[src/rtl/bsmmd_pkg.sv]
`timescale 1ns / 1ps

package bsmmd_pkg;

    localparam int HIGH_RAM_BYTES = 127;
    localparam int IO_REG_COUNT   = 128;

    // internal register file: io entries, high ram and interrupt enable byte
    localparam int RF_DEPTH = 256;
    localparam int RF_AW    = $clog2(RF_DEPTH);

    localparam int IN_W   = 40;
    localparam int OUT_W  = 40;
    localparam int CFG_AW = 3;
    localparam int CFG_DW = 16;

    typedef enum logic [2:0] {
        REGION_BOOT = 3'd0,
        REGION_ROM  = 3'd1,
        REGION_VRAM = 3'd2,
        REGION_CRAM = 3'd3,
        REGION_WRAM = 3'd4,
        REGION_OAM  = 3'd5,
        REGION_INT  = 3'd6,
        REGION_OPEN = 3'd7
    } region_t;

    localparam logic [CFG_AW-1:0] CFG_MAPPER_EN    = 3'd0;
    localparam logic [CFG_AW-1:0] CFG_MULTICART    = 3'd1;
    localparam logic [CFG_AW-1:0] CFG_ROM_BITS     = 3'd2;
    localparam logic [CFG_AW-1:0] CFG_RAM_PRESENT  = 3'd3;
    localparam logic [CFG_AW-1:0] CFG_RAM_BYTES    = 3'd4;
    localparam logic [CFG_AW-1:0] CFG_BOOT_PRESENT = 3'd5;

    localparam logic [6:0] IO_JOYP     = 7'h00;
    localparam logic [6:0] IO_DIV      = 7'h04;
    localparam logic [6:0] IO_TIMA     = 7'h05;
    localparam logic [6:0] IO_TMA      = 7'h06;
    localparam logic [6:0] IO_TAC      = 7'h07;
    localparam logic [6:0] IO_LY       = 7'h44;
    localparam logic [6:0] IO_BOOT_OFF = 7'h50;
    localparam logic [6:0] IO_IE_ALIAS = 7'h7F;

    localparam logic [RF_AW-1:0] RF_IE_INDEX = 8'hFF;

    localparam logic [15:0] ADDR_DIV = 16'hFF04;
    localparam logic [15:0] ADDR_TAC = 16'hFF07;

    // read fill per io entry; 0xFF marks an entry with no register
    localparam logic [7:0] IO_FILL [IO_REG_COUNT] = '{
        8'h00,8'h00,8'h7E,8'hFF,8'h00,8'h00,8'h00,8'hF8,
        8'hFF,8'hFF,8'hFF,8'hFF,8'hFF,8'hFF,8'hFF,8'hE0,
        8'h80,8'h00,8'h00,8'h00,8'h00,8'hFF,8'h00,8'h00,
        8'h00,8'h00,8'h7F,8'h00,8'h9F,8'h00,8'h00,8'hFF,
        8'hC0,8'h00,8'h00,8'h3F,8'h00,8'h00,8'h70,8'hFF,
        8'hFF,8'hFF,8'hFF,8'hFF,8'hFF,8'hFF,8'hFF,8'hFF,
        8'h00,8'h00,8'h00,8'h00,8'h00,8'h00,8'h00,8'h00,
        8'h00,8'h00,8'h00,8'h00,8'h00,8'h00,8'h00,8'h00,
        8'h00,8'h80,8'h00,8'h00,8'h00,8'h00,8'h00,8'h00,
        8'h00,8'h00,8'h00,8'h00,8'hFF,8'hFF,8'hFF,8'hFF,
        8'hFF,8'hFF,8'hFF,8'hFF,8'hFF,8'hFF,8'hFF,8'hFF,
        8'hFF,8'hFF,8'hFF,8'hFF,8'hFF,8'hFF,8'hFF,8'hFF,
        8'hFF,8'hFF,8'hFF,8'hFF,8'hFF,8'hFF,8'hFF,8'hFF,
        8'hFF,8'hFF,8'hFF,8'hFF,8'hFF,8'hFF,8'hFF,8'hFF,
        8'hFF,8'hFF,8'hFF,8'hFF,8'hFF,8'hFF,8'hFF,8'hFF,
        8'hFF,8'hFF,8'hFF,8'hFF,8'hFF,8'hFF,8'hFF,8'hFF
    };

endpackage

[src/rtl/bank_switch_memory_map_decoder.sv]
`timescale 1ns / 1ps

// a transaction accepted into the input stage is decoded there and leaves from the result register
// throughput: one transaction per cycle; stalls only while the result register is held
// the internal register file is read at accept and its data registered for the decode stage
// reset: aresetn synchronous active low; resets control state, bank registers,
// io timer/joypad registers and clears the 256 valid bits of the internal register file
module bank_switch_memory_map_decoder
    import bsmmd_pkg::*;
(
    input  logic              aclk,
    input  logic              aresetn,
    input  logic              s_tvalid,
    output logic              s_tready,
    // operation, address[15:0], write_data[7:0], buttons[7:0], zero pad
    input  logic [IN_W-1:0]   s_tdata,
    output logic              m_tvalid,
    input  logic              m_tready,
    // region[2:0], mem_address[20:0], mem_write, read_data[7:0],
    // divider_clear, prescaler_clear, zero pad
    output logic [OUT_W-1:0]  m_tdata,
    input  logic              cfg_valid,
    output logic              cfg_ready,
    input  logic [CFG_AW-1:0] cfg_index,
    input  logic [CFG_DW-1:0] cfg_data
);

    logic        in_op;
    logic [15:0] in_addr;
    logic [7:0]  in_wdata;
    logic [7:0]  in_keys;
    logic        s_fire;
    logic        advance;

    logic mapper_en_reg, multicart_reg, ram_present_reg, boot_present_reg;
    logic [2:0]  rom_bits_reg;
    logic [15:0] ram_bytes_reg;

    logic [4:0] low_bank_reg;
    logic [1:0] upper_bank_reg;
    logic       banking_mode_reg, ram_gate_reg, boot_on_reg;

    logic [1:0] joyp_sel_reg;
    logic [7:0] tima_reg, tma_reg;
    logic [2:0] tac_reg;

    logic [7:0]          rf_mem [RF_DEPTH];
    logic [RF_DEPTH-1:0] rf_vld_reg;
    logic [7:0]          rf_rdata_reg;
    logic                rf_rvld_reg;
    logic [RF_AW-1:0]    rf_idx;
    logic                rf_we;

    logic        a_vld_reg, a_op_reg;
    logic [15:0] a_addr_reg;
    logic [7:0]  a_keys_reg;

    logic        m_tvalid_reg;
    logic [OUT_W-1:0] m_tdata_reg;

    region_t     region;
    logic [20:0] maddr;
    logic        mwr;
    logic [7:0]  rdata;
    logic        div_clr, pre_clr;
    logic [7:0]  rom_mask, rom_page, up_shift, low_sel;
    logic [14:0] cram_addr;
    logic [7:0]  rf_word, fill;
    logic [3:0]  nib;
    logic [6:0]  io_r;

    assign in_op    = s_tdata[0];
    assign in_addr  = s_tdata[16:1];
    assign in_wdata = s_tdata[24:17];
    assign in_keys  = s_tdata[32:25];

    assign advance   = !m_tvalid_reg || m_tready;
    assign s_tready  = !a_vld_reg || advance;
    assign s_fire    = s_tvalid && s_tready;
    assign cfg_ready = 1'b1;

    // configuration
    always_ff @(posedge aclk) begin
        if (!aresetn) begin
            mapper_en_reg    <= 1'b1;
            multicart_reg    <= 1'b0;
            rom_bits_reg     <= 3'd6;
            ram_present_reg  <= 1'b0;
            ram_bytes_reg    <= '0;
            boot_present_reg <= 1'b1;
        end else if (cfg_valid) begin
            unique case (cfg_index)
                CFG_MAPPER_EN:    mapper_en_reg    <= cfg_data[0];
                CFG_MULTICART:    multicart_reg    <= cfg_data[0];
                CFG_ROM_BITS:     rom_bits_reg     <= cfg_data[2:0];
                CFG_RAM_PRESENT:  ram_present_reg  <= cfg_data[0];
                CFG_RAM_BYTES:    ram_bytes_reg    <= cfg_data;
                CFG_BOOT_PRESENT: boot_present_reg <= cfg_data[0];
                default: ;
            endcase
        end
    end

    // state updates take effect at accept
    always_ff @(posedge aclk) begin
        if (!aresetn) begin
            low_bank_reg     <= 5'd1;
            upper_bank_reg   <= '0;
            banking_mode_reg <= 1'b0;
            ram_gate_reg     <= 1'b0;
            boot_on_reg      <= 1'b1;
            joyp_sel_reg     <= '0;
            tima_reg         <= '0;
            tma_reg          <= '0;
            tac_reg          <= '0;
        end else if (s_fire && in_op) begin
            if (!in_addr[15] && mapper_en_reg) begin
                unique case (in_addr[14:13])
                    2'd0: ram_gate_reg <= (in_wdata[3:0] == 4'hA);
                    2'd1: low_bank_reg <= (in_wdata[4:0] == 5'd0) ? 5'd1 : in_wdata[4:0];
                    2'd2: upper_bank_reg <= in_wdata[1:0];
                    2'd3: banking_mode_reg <= in_wdata[0];
                    default: ;
                endcase
            end else if (in_addr[15:7] == 9'h1FE) begin
                unique case (in_addr[6:0])
                    IO_JOYP:     joyp_sel_reg <= in_wdata[5:4];
                    IO_TIMA:     tima_reg <= in_wdata;
                    IO_TMA: begin
                        tma_reg <= in_wdata;
                        if (tima_reg == 8'd0) begin
                            tima_reg <= in_wdata;
                        end
                    end
                    IO_TAC:      tac_reg <= in_wdata[2:0];
                    IO_BOOT_OFF: boot_on_reg <= 1'b0;
                    default: ;
                endcase
            end
        end
    end

    // register file: io entries at 0x00-0x7E, high ram at 0x80-0xFE, interrupt enable at 0xFF
    always_comb begin
        rf_idx = in_addr[7:0];
        if (in_addr[7:0] == {1'b0, IO_IE_ALIAS} || in_addr[7:0] == 8'hFF) begin
            rf_idx = RF_IE_INDEX;
        end
        rf_we = s_fire && in_op && (in_addr[15:8] == 8'hFF);
        if (in_addr[15:7] == 9'h1FE) begin
            priority case (in_addr[6:0])
                IO_JOYP, IO_DIV, IO_TIMA, IO_TMA, IO_TAC, IO_LY, IO_BOOT_OFF: rf_we = 1'b0;
                default: ;
            endcase
        end
    end

    always_ff @(posedge aclk) begin
        if (rf_we) begin
            rf_mem[rf_idx] <= in_wdata;
        end
        if (s_fire) begin
            rf_rdata_reg <= rf_mem[rf_idx];
        end
    end

    always_ff @(posedge aclk) begin
        if (!aresetn) begin
            rf_vld_reg  <= '0;
            rf_rvld_reg <= 1'b0;
        end else begin
            if (rf_we) begin
                rf_vld_reg[rf_idx] <= 1'b1;
            end
            if (s_fire) begin
                rf_rvld_reg <= rf_vld_reg[rf_idx];
            end
        end
    end

    // input stage
    always_ff @(posedge aclk) begin
        if (!aresetn) begin
            a_vld_reg <= 1'b0;
        end else if (s_tready) begin
            a_vld_reg <= s_tvalid;
        end
    end

    always_ff @(posedge aclk) begin
        if (s_fire) begin
            a_op_reg   <= in_op;
            a_addr_reg <= in_addr;
            a_keys_reg <= in_keys;
        end
    end

    // decode
    always_comb begin
        rom_mask  = 8'((9'd1 << ({1'b0, rom_bits_reg} + 4'd1)) - 9'd1);
        up_shift  = multicart_reg ? {2'b00, upper_bank_reg, 4'b0000}
                                  : {1'b0, upper_bank_reg, 5'b00000};
        low_sel   = multicart_reg ? {4'b0000, low_bank_reg[3:0]} : {3'b000, low_bank_reg};
        if (!a_addr_reg[14]) begin
            rom_page = banking_mode_reg ? up_shift : 8'd0;
        end else begin
            rom_page = up_shift | low_sel;
        end
        rom_page  = rom_page & rom_mask;
        cram_addr = {banking_mode_reg ? upper_bank_reg : 2'b00, a_addr_reg[12:0]};
        rf_word   = rf_rvld_reg ? rf_rdata_reg : 8'd0;
        io_r      = a_addr_reg[6:0];
        fill      = IO_FILL[io_r];
        nib       = 4'hF;
        if (!joyp_sel_reg[0]) begin
            nib = a_keys_reg[3:0];
        end
        if (!joyp_sel_reg[1]) begin
            nib = a_keys_reg[7:4];
        end

        region  = REGION_OPEN;
        maddr   = '0;
        mwr     = 1'b0;
        rdata   = 8'hFF;
        div_clr = a_op_reg && (a_addr_reg == ADDR_DIV);
        pre_clr = a_op_reg && (a_addr_reg == ADDR_TAC);

        priority if (!a_addr_reg[15]) begin
            if (a_op_reg) begin
                region = REGION_ROM;
            end else if (a_addr_reg[15:8] == 8'h00 && boot_on_reg && boot_present_reg) begin
                region = REGION_BOOT;
                maddr  = {13'd0, a_addr_reg[7:0]};
            end else begin
                region = REGION_ROM;
                maddr  = mapper_en_reg ? {rom_page[6:0], a_addr_reg[13:0]}
                                       : {5'd0, a_addr_reg};
            end
        end else if (a_addr_reg < 16'hA000) begin
            region = REGION_VRAM;
            maddr  = {8'd0, a_addr_reg[12:0]};
            mwr    = a_op_reg;
        end else if (a_addr_reg < 16'hC000) begin
            if (ram_gate_reg && ram_present_reg) begin
                region = REGION_CRAM;
                maddr  = {6'd0, cram_addr};
                mwr    = a_op_reg && ({1'b0, cram_addr} < ram_bytes_reg);
            end
        end else if (a_addr_reg < 16'hE000) begin
            region = REGION_WRAM;
            maddr  = {8'd0, a_addr_reg[12:0]};
            mwr    = a_op_reg;
        end else if (a_addr_reg < 16'hFE00) begin
            region = REGION_WRAM;
            maddr  = {8'd0, a_addr_reg[12:0]};
            mwr    = a_op_reg;
        end else if (a_addr_reg < 16'hFEA0) begin
            region = REGION_OAM;
            maddr  = {13'd0, a_addr_reg[7:0]};
            mwr    = a_op_reg;
        end else if (a_addr_reg < 16'hFF00) begin
            region = REGION_OPEN;
        end else if (a_op_reg) begin
            region = REGION_INT;
        end else if (a_addr_reg[7] || a_addr_reg[7:0] == 8'hFF) begin
            region = REGION_INT;
            rdata  = rf_word;
        end else if (fill == 8'hFF) begin
            region = REGION_OPEN;
        end else begin
            region = REGION_INT;
            unique case (io_r)
                IO_JOYP: rdata = {2'b11, joyp_sel_reg, nib};
                IO_DIV:  rdata = fill;
                IO_TIMA: rdata = tima_reg | fill;
                IO_TMA:  rdata = tma_reg | fill;
                IO_TAC:  rdata = {5'd0, tac_reg} | fill;
                IO_LY:   rdata = fill;
                default: rdata = rf_word | fill;
            endcase
        end

        if ((region != REGION_INT && region != REGION_OPEN) || a_op_reg) begin
            rdata = 8'd0;
        end
    end

    // result register
    always_ff @(posedge aclk) begin
        if (!aresetn) begin
            m_tvalid_reg <= 1'b0;
        end else if (advance) begin
            m_tvalid_reg <= a_vld_reg;
        end
    end

    always_ff @(posedge aclk) begin
        if (advance && a_vld_reg) begin
            m_tdata_reg <= {5'd0, pre_clr, div_clr, rdata, mwr, maddr, region};
        end
    end

    assign m_tvalid = m_tvalid_reg;
    assign m_tdata  = m_tdata_reg;

    a_low_bank_nonzero: assert property (@(posedge aclk) disable iff (!aresetn)
        low_bank_reg != 5'd0)
        else $error("low bank register holds zero");

    a_no_overrun: assert property (@(posedge aclk) disable iff (!aresetn)
        s_fire && a_vld_reg |-> advance)
        else $error("input stage overwritten while result held");

    a_open_quiet: assert property (@(posedge aclk) disable iff (!aresetn)
        m_tvalid && (m_tdata[2:0] == REGION_OPEN || m_tdata[2:0] == REGION_INT)
        |-> m_tdata[23:3] == 21'd0 && !m_tdata[24])
        else $error("internal or open result drives external memory");

    a_write_external: assert property (@(posedge aclk) disable iff (!aresetn)
        m_tvalid && m_tdata[24] |-> m_tdata[32:25] == 8'd0
        && m_tdata[2:0] != REGION_BOOT && m_tdata[2:0] != REGION_ROM)
        else $error("memory write on a read-only region");

    a_single_clear: assert property (@(posedge aclk) disable iff (!aresetn)
        m_tvalid |-> !(m_tdata[33] && m_tdata[34]))
        else $error("both timer clears in one result");

endmodule

[config.mk]
export PLATFORM = sky130hd
export DESIGN_NAME = bank_switch_memory_map_decoder
export DESIGN_NICKNAME = d
export VERILOG_FILES = /design/src/rtl/bsmmd_pkg.sv /design/src/rtl/bank_switch_memory_map_decoder.sv
export SDC_FILE = /design/constraint.sdc
export NUM_CORES = 2
export LEC_CHECK = 0
export BUFFER_PORTS_ARGS = -buffer_cell sky130_fd_sc_hd__clkbuf_2
export CELL_PAD_IN_SITES_DETAIL_PLACEMENT = 0
export CELL_PAD_IN_SITES_GLOBAL_PLACEMENT = 1
export CORE_MARGIN = 2
export CORE_UTILIZATION = 30
export CTS_BUF_LIST = sky130_fd_sc_hd__clkbuf_16
export CTS_CLUSTER_SIZE = 16
export DETAILED_ROUTE_END_ITERATION = 10
export HOLD_SLACK_MARGIN = 0.02
export PLACE_DENSITY = 0.46
export SETUP_SLACK_MARGIN = 0.2
export SYNTH_ARGS = -nofsm -noshare
export SYNTH_HDL_FRONTEND = slang
export SYNTH_SLANG_ARGS = --single-unit
[constraint.sdc]
create_clock -name aclk -period 14.2 [get_ports aclk]
set_input_delay 0.71 -clock aclk [delete_from_list [all_inputs] [get_ports aclk]]
set_output_delay 0.71 -clock aclk [all_outputs]
set_load 0.02 [all_outputs]
Word-level counts from Yosys, hierarchy flattened
Memories as Yosys holds them, arrays and structs flattened. A register that Yosys moved wholly into a read port is not among the register bits.
Index checks and enable logic that the tools add are counted.
W data, S select, Z words.
- register bits after elaboration: 373
- memory bits (read-only): 1024
- output and inout bits: 43
- word-level logic and storage cells: 188
- memories: 2
- memory bits (writable): 2048
- bits in latches: 0
- input bits: 64
- memory list (memory ; depth ; bits a word ; rd ports ; clocked after memory_dff ; wr ports ; RTL line ; RTL):
    rf_mem ; 256 ; 8 ; 1 ; 1 ; 1 ; bank_switch_memory_map_decoder.sv:47 ; logic [7:0] rf_mem [RF_DEPTH];
    (name not given) ; 128 ; 8 ; 1 ; 0 ; 0 ; bank_switch_memory_map_decoder.sv:213 ; fill = IO_FILL[io_r];
- equal/unequal tests: 31
- add/sub/neg operators: 2
- $mul: 0
- order comparisons: 10
- reductions and logical operators: 46
- multiplexer cells: 62
- shift operators: 1
- div/mod/pow operators: 0
- bitwise gates (word level): 9
- operator list (kind ; count):
    $or A256 B256 Y256 ; 1
    $mux W8 ; 16
    $mux W21 ; 6
    $lt A16 B16 Y1 const B ; 6
    $eq A7 B3 Y1 const B ; 8
    $pmux W8 S5 ; 1
    $eq A16 B16 Y1 const B ; 2
    $eq A8 B8 Y1 const B ; 4
    $mux W13 ; 2
    $or A8 B8 Y8 ; 3
    $eq A7 B7 Y1 const B ; 3
    $mux W7 ; 3
    $mux W1 ; 18
    $logic_not A8 Y1 ; 2
    $lt A15 B16 Y1 ; 1
    $pmux W8 S2 ; 1
    $reduce_and A4 Y1 ; 4
    $mux W15 ; 1
    $logic_not A7 Y1 ; 2
    $logic_and A1 B1 Y1 ; 13
    $mux W3 ; 4
    $reduce_and A2 Y1 ; 6
    $reduce_and A3 Y1 ; 4
    $mux W5 ; 2
    other kinds (34) ; 48

Depth between registers and ports, before layout
- word-level depth: 18
- depth in mapped cells: 13
- gate-level depth less buffers: 9

Worst setup path before layout
No wires, ideal clock.
- path type: input to register
- start point: in m_tready
- end point: mem rf_mem[132][0], enable pin
- setup slack: 9.302 ns
- stages on the path: 6
- path buffers: 0
- data arrival time: 4.500 ns
- required time: 13.802 ns
- library setup time: 0.398 ns
- cell sequence: nor2b_1 > a21oi_1 > nand3_1 > a21oi_4 > nand2_1 > nor4_1
- longest elaborated chain between the ends: 9
- RTL lines (item ; RTL line ; RTL):
    from (decl) ; bank_switch_memory_map_decoder.sv:18 ; input logic m_tready,
    $logic_or A1 B1 Y1 * ; bank_switch_memory_map_decoder.sv:77 ; assign advance = !m_tvalid_reg || m_tready;
    $logic_or A1 B1 Y1 * ; bank_switch_memory_map_decoder.sv:78 ; assign s_tready = !a_vld_reg || advance;
    $logic_and A1 B1 Y1 * ; bank_switch_memory_map_decoder.sv:79 ; assign s_fire = s_tvalid && s_tready;
    named net s_fire ; bank_switch_memory_map_decoder.sv:32 ; logic s_fire;
    $logic_and A1 B1 Y1 * (2 in a row) ; bank_switch_memory_map_decoder.sv:149 ; rf_we = s_fire && in_op && (in_addr[15:8] == 8'hFF);
    $mux W1 ; bank_switch_memory_map_decoder.sv:151 ; priority case (in_addr[6:0])
    $mux W1 * ; bank_switch_memory_map_decoder.sv:150 ; if (in_addr[15:7] == 9'h1FE) begin
    $mux W1 * ; bank_switch_memory_map_decoder.sv:159 ; if (rf_we) begin
    $mux W1 (not written as such) * ; bank_switch_memory_map_decoder.sv:160 ; rf_mem[rf_idx] <= in_wdata;
    to (decl) ; bank_switch_memory_map_decoder.sv:47 ;
Mark *: on every way through the listed nets, which the timed path passes. The rest lies on a longest branch.

Worst setup path in the final report
- start point: in s_tdata[1]
- end point: reg rf_rdata_reg[6] (read register of rf_mem), data pin
- longest elaborated chain between the ends: 3
- elaborated cells on any way between the ends: 4
- those cells by class: eq/ne: 2; mux: 1; reduce/logical: 1
- RTL lines (item ; RTL line ; RTL):
    from (decl) ; bank_switch_memory_map_decoder.sv:16 ; input logic [IN_W-1:0] s_tdata,
    $eq A8 B7 Y1 or $eq A8 B8 Y1 (tied branches) ; bank_switch_memory_map_decoder.sv:146 ; if (in_addr[7:0] == {1'b0, IO_IE_ALIAS} || in_addr[7:0] == 8'hFF) begin
    $logic_or A1 B1 Y1 ; bank_switch_memory_map_decoder.sv:146 ;
    $mux W8 * ; bank_switch_memory_map_decoder.sv:146 ;
    to (decl) ; bank_switch_memory_map_decoder.sv:49 ; logic [7:0] rf_rdata_reg;
Every way passes the cells marked *; elsewhere a longest branch is shown, timed or not.
A chain may end at the register's enable or synchronous reset.

==> reports/metrics.yaml <==
mostFrequentLayoutCells: "edfxtp_1 (2,116), mux4_2 (669), dfxtp_1 (313)"
power_leakage_nw: 34.6
drc: 0
path_cells: "buf_8, buf_12, buf_4, buf_12, buf_4, mux4_2, mux4_2, a22oi_1, nand3_1, a21oi_1, o2111ai_1"
slowest_delay_ps: 770
cts_tree: "yes"
setup_viol: 0
largest_reg_flops: 2048
rsz0062_at_grt: "false"
nets: 5167
postCtsSetupBuffers: 0
hold_viol_final: 0
path_max_fanout: 93
antenna_found_initial: 12
hold_buffers: 21
cp.required_ps: 14830
final_common_cell: "edfxtp_1"
min_period_ps: 5770
die-width_um: 567
drive_gt1_frac: 0.239
peakVddDrop_mv: 0.0770
clk-insertion-delay-late_ps: 900
clock-sinks: 2429
grt_pass1_vias: 48900
syn_inst: 4807
syn2layout_area_growth_pct: 15.2
first_pass_iters: 6
vias: 47500
root_buffer: "clkbuf_16"
critical_path.top_delay_family: "buffers and inverters"
synth.top_cell.area_share: 0.669
cp_slowest_cell: "buf_4"
yosys_warnings: 0
synth_seq_cells: 2429
wl_um: 284000
holdCritPathClass: "in -> reg"
synth.distinct_cells: 75
worstMarginPinSlew_ps: 1280
finalSetupTns_ps: 0
syn_area_mm2: 0.0950
synth_area_leaders: "edfxtp_1 (67%), mux4_2 (16%), dfxtp_1 (6.6%)"
clockBufferDepth: 4
dp_cells: 8934
wl_per_cell_um: 30.0
max_freq_mhz: 173
drt_iter0_drc: 4120
cp_num_buf_inv: 5
setup.worst_path.class: "in -> reg"
grt_usage: 0.174
syn_area_per_cell_um2: 19.8
yosys.area.top_type: "edfxtp_1"
synth_edf_count: 2116
grt_pass1_wl_um: 397000
skew_ps: 51.6
end_kind: "flop"
synth_flop_cell: "edfxtp_1"
relSlewSlack: 0.141
htreeDepth: 5
initial_core_util: 0.302
whs_ps: 91.3
globalRouteOverflowTotal: 0
ys_seq_area_frac: 0.735
fin_crit_sh: 0.407
status: "completed"
num_rows: 206
max-cap-violations: 0
antenna_left: 0
io_pins: 107
cts-resized-gates: 0
core_mm2: 0.315
slew_viol_final: 0
cts_buffers: 283
async_reset_ff_frac: 0
crit_arrival_ps: 6400
place.gp.congestion: 0.774
start_kind: "input pin"
hpwl_um: 168000
grt_max_degree: 158
die_area_mm2: 0.321
port_buffers: 93
viasPerCell: 5.01
stdcell_count: 9477
path_clk_slew_ps: 60
power_density_mw_per_mm2: 141
die_h_um: 567
-- worst register-to-register path, delay by kind of cell (launching register included) --
| family | cells | cell delay (ps) |
|---|---|---|
| AO/OA/AOI/OAI | 2 | 850 |
| buffers and inverters | 2 | 860 |
| AND/OR/NAND/NOR | 4 | 2260 |
| flip-flops | 1 | 310 |
-- metrics by stage --
step	area (µm²)	utilization	total power, mW	setup WS (ps)
finish	109000	0.348	15.4	8430
global route	109000	0.347	15.9	8250
CTS	109000	0.347	15.7	8450
detailed placement	101000	0.319	8.73	7470
global placement	101000	0.319	8.72	7420
floorplan	95300	-	8.36	9300
-- worst paths after layout --
| path | start | endpoint | slack (ps) | cells after the start |
|---|---|---|---|---|
| min reg2reg | rf_vld_reg[68]$_SDFFE_PN0P_ | rf_vld_reg[68]$_SDFFE_PN0P_ | 460 | 1 |
| max reg2reg | m_tvalid$_SDFFE_PN0P_ | rf_mem[3][2]$_DFFE_PP_ | 9540 | 8 |
| min | cfg_data[4] | ram_bytes_reg[4]$_SDFFE_PN0P_ | 90 | 3 |
| max | s_tdata[1] | rf_rdata_reg[6]$_DFFE_PP_ | 8430 | 11 |
-- synthesized netlist by cell type, types with 4 or more instances --
library cell / n
a2111oi_0: 4
a211oi_1: 9
a21boi_0: 22
a21o_1: 8
a21oi_1: 45
a221oi_1: 10
a22o_1: 6
a22oi_1: 34
a311oi_1: 5
a31oi_1: 15
and2_1: 29
and3_1: 6
and4_1: 6
buf_1: 29
buf_2: 60
buf_4: 31
buf_6: 35
clkbuf_1: 139
dfxtp_1: 313
edfxtp_1: 2116
ha_1: 23
inv_1: 29
mux2_2: 10
mux2i_1: 85
mux4_2: 669
nand2_1: 172
nand2b_1: 26
nand3_1: 47
nand4_1: 17
nor2_1: 304
nor2b_1: 60
nor3_1: 41
nor3b_1: 6
nor4_1: 7
o211ai_1: 11
o21a_1: 251
o21ai_0: 40
o22ai_1: 13
o32ai_1: 4
-- layout make-up --
type / count / area [µm²]
fillers: 29600 / 206000
flip-flops and latches: 2429 / 69800
multi-input cells: 2122 / 24000
clock buffers: 289 / 7230
well taps: 4160 / 5200
repair buffers: 214 / 1680
clock inverters: 226 / 1450
inverters: 30 / 120
diodes: 7 / 17.5
-- layer usage --
metal / part of all wire / global-route usage
met1: 0.46 / 0.249
met2: 0.47 / 0.276
met3: 0.048 / 0.0272
met4: 0.025 / 0.0467
met5: 0 / 0
-- cell families (layout without fill, tap and decap cells) --
group / after synthesis / in the layout / share of synthesized area
AO/OA/AOI/OAI: 519 / 519 / 0.0396
XOR/XNOR: 1 / 1 / 0.0000922
adder cells (fa/ha/maj): 23 / 23 / 0.00303
buffers and inverters: 324 / 759 / 0.0176
AND/OR/NAND/NOR: 745 / 745 / 0.0361
flip-flops: 2429 / 2429 / 0.735
multiplexers: 764 / 764 / 0.169
other: 2 / 77 / 0.0000791
-- report_power, final --
part           switching (mW)  total (mW)  leakage, nW  internal [mW]
Clock                    2.98        6.87         4.53           3.89
Combinational           0.493       0.754         8.44          0.261
Sequential             0.0206        7.81         21.6           7.79
Note: power is estimated with default switching activity, not from simulation.
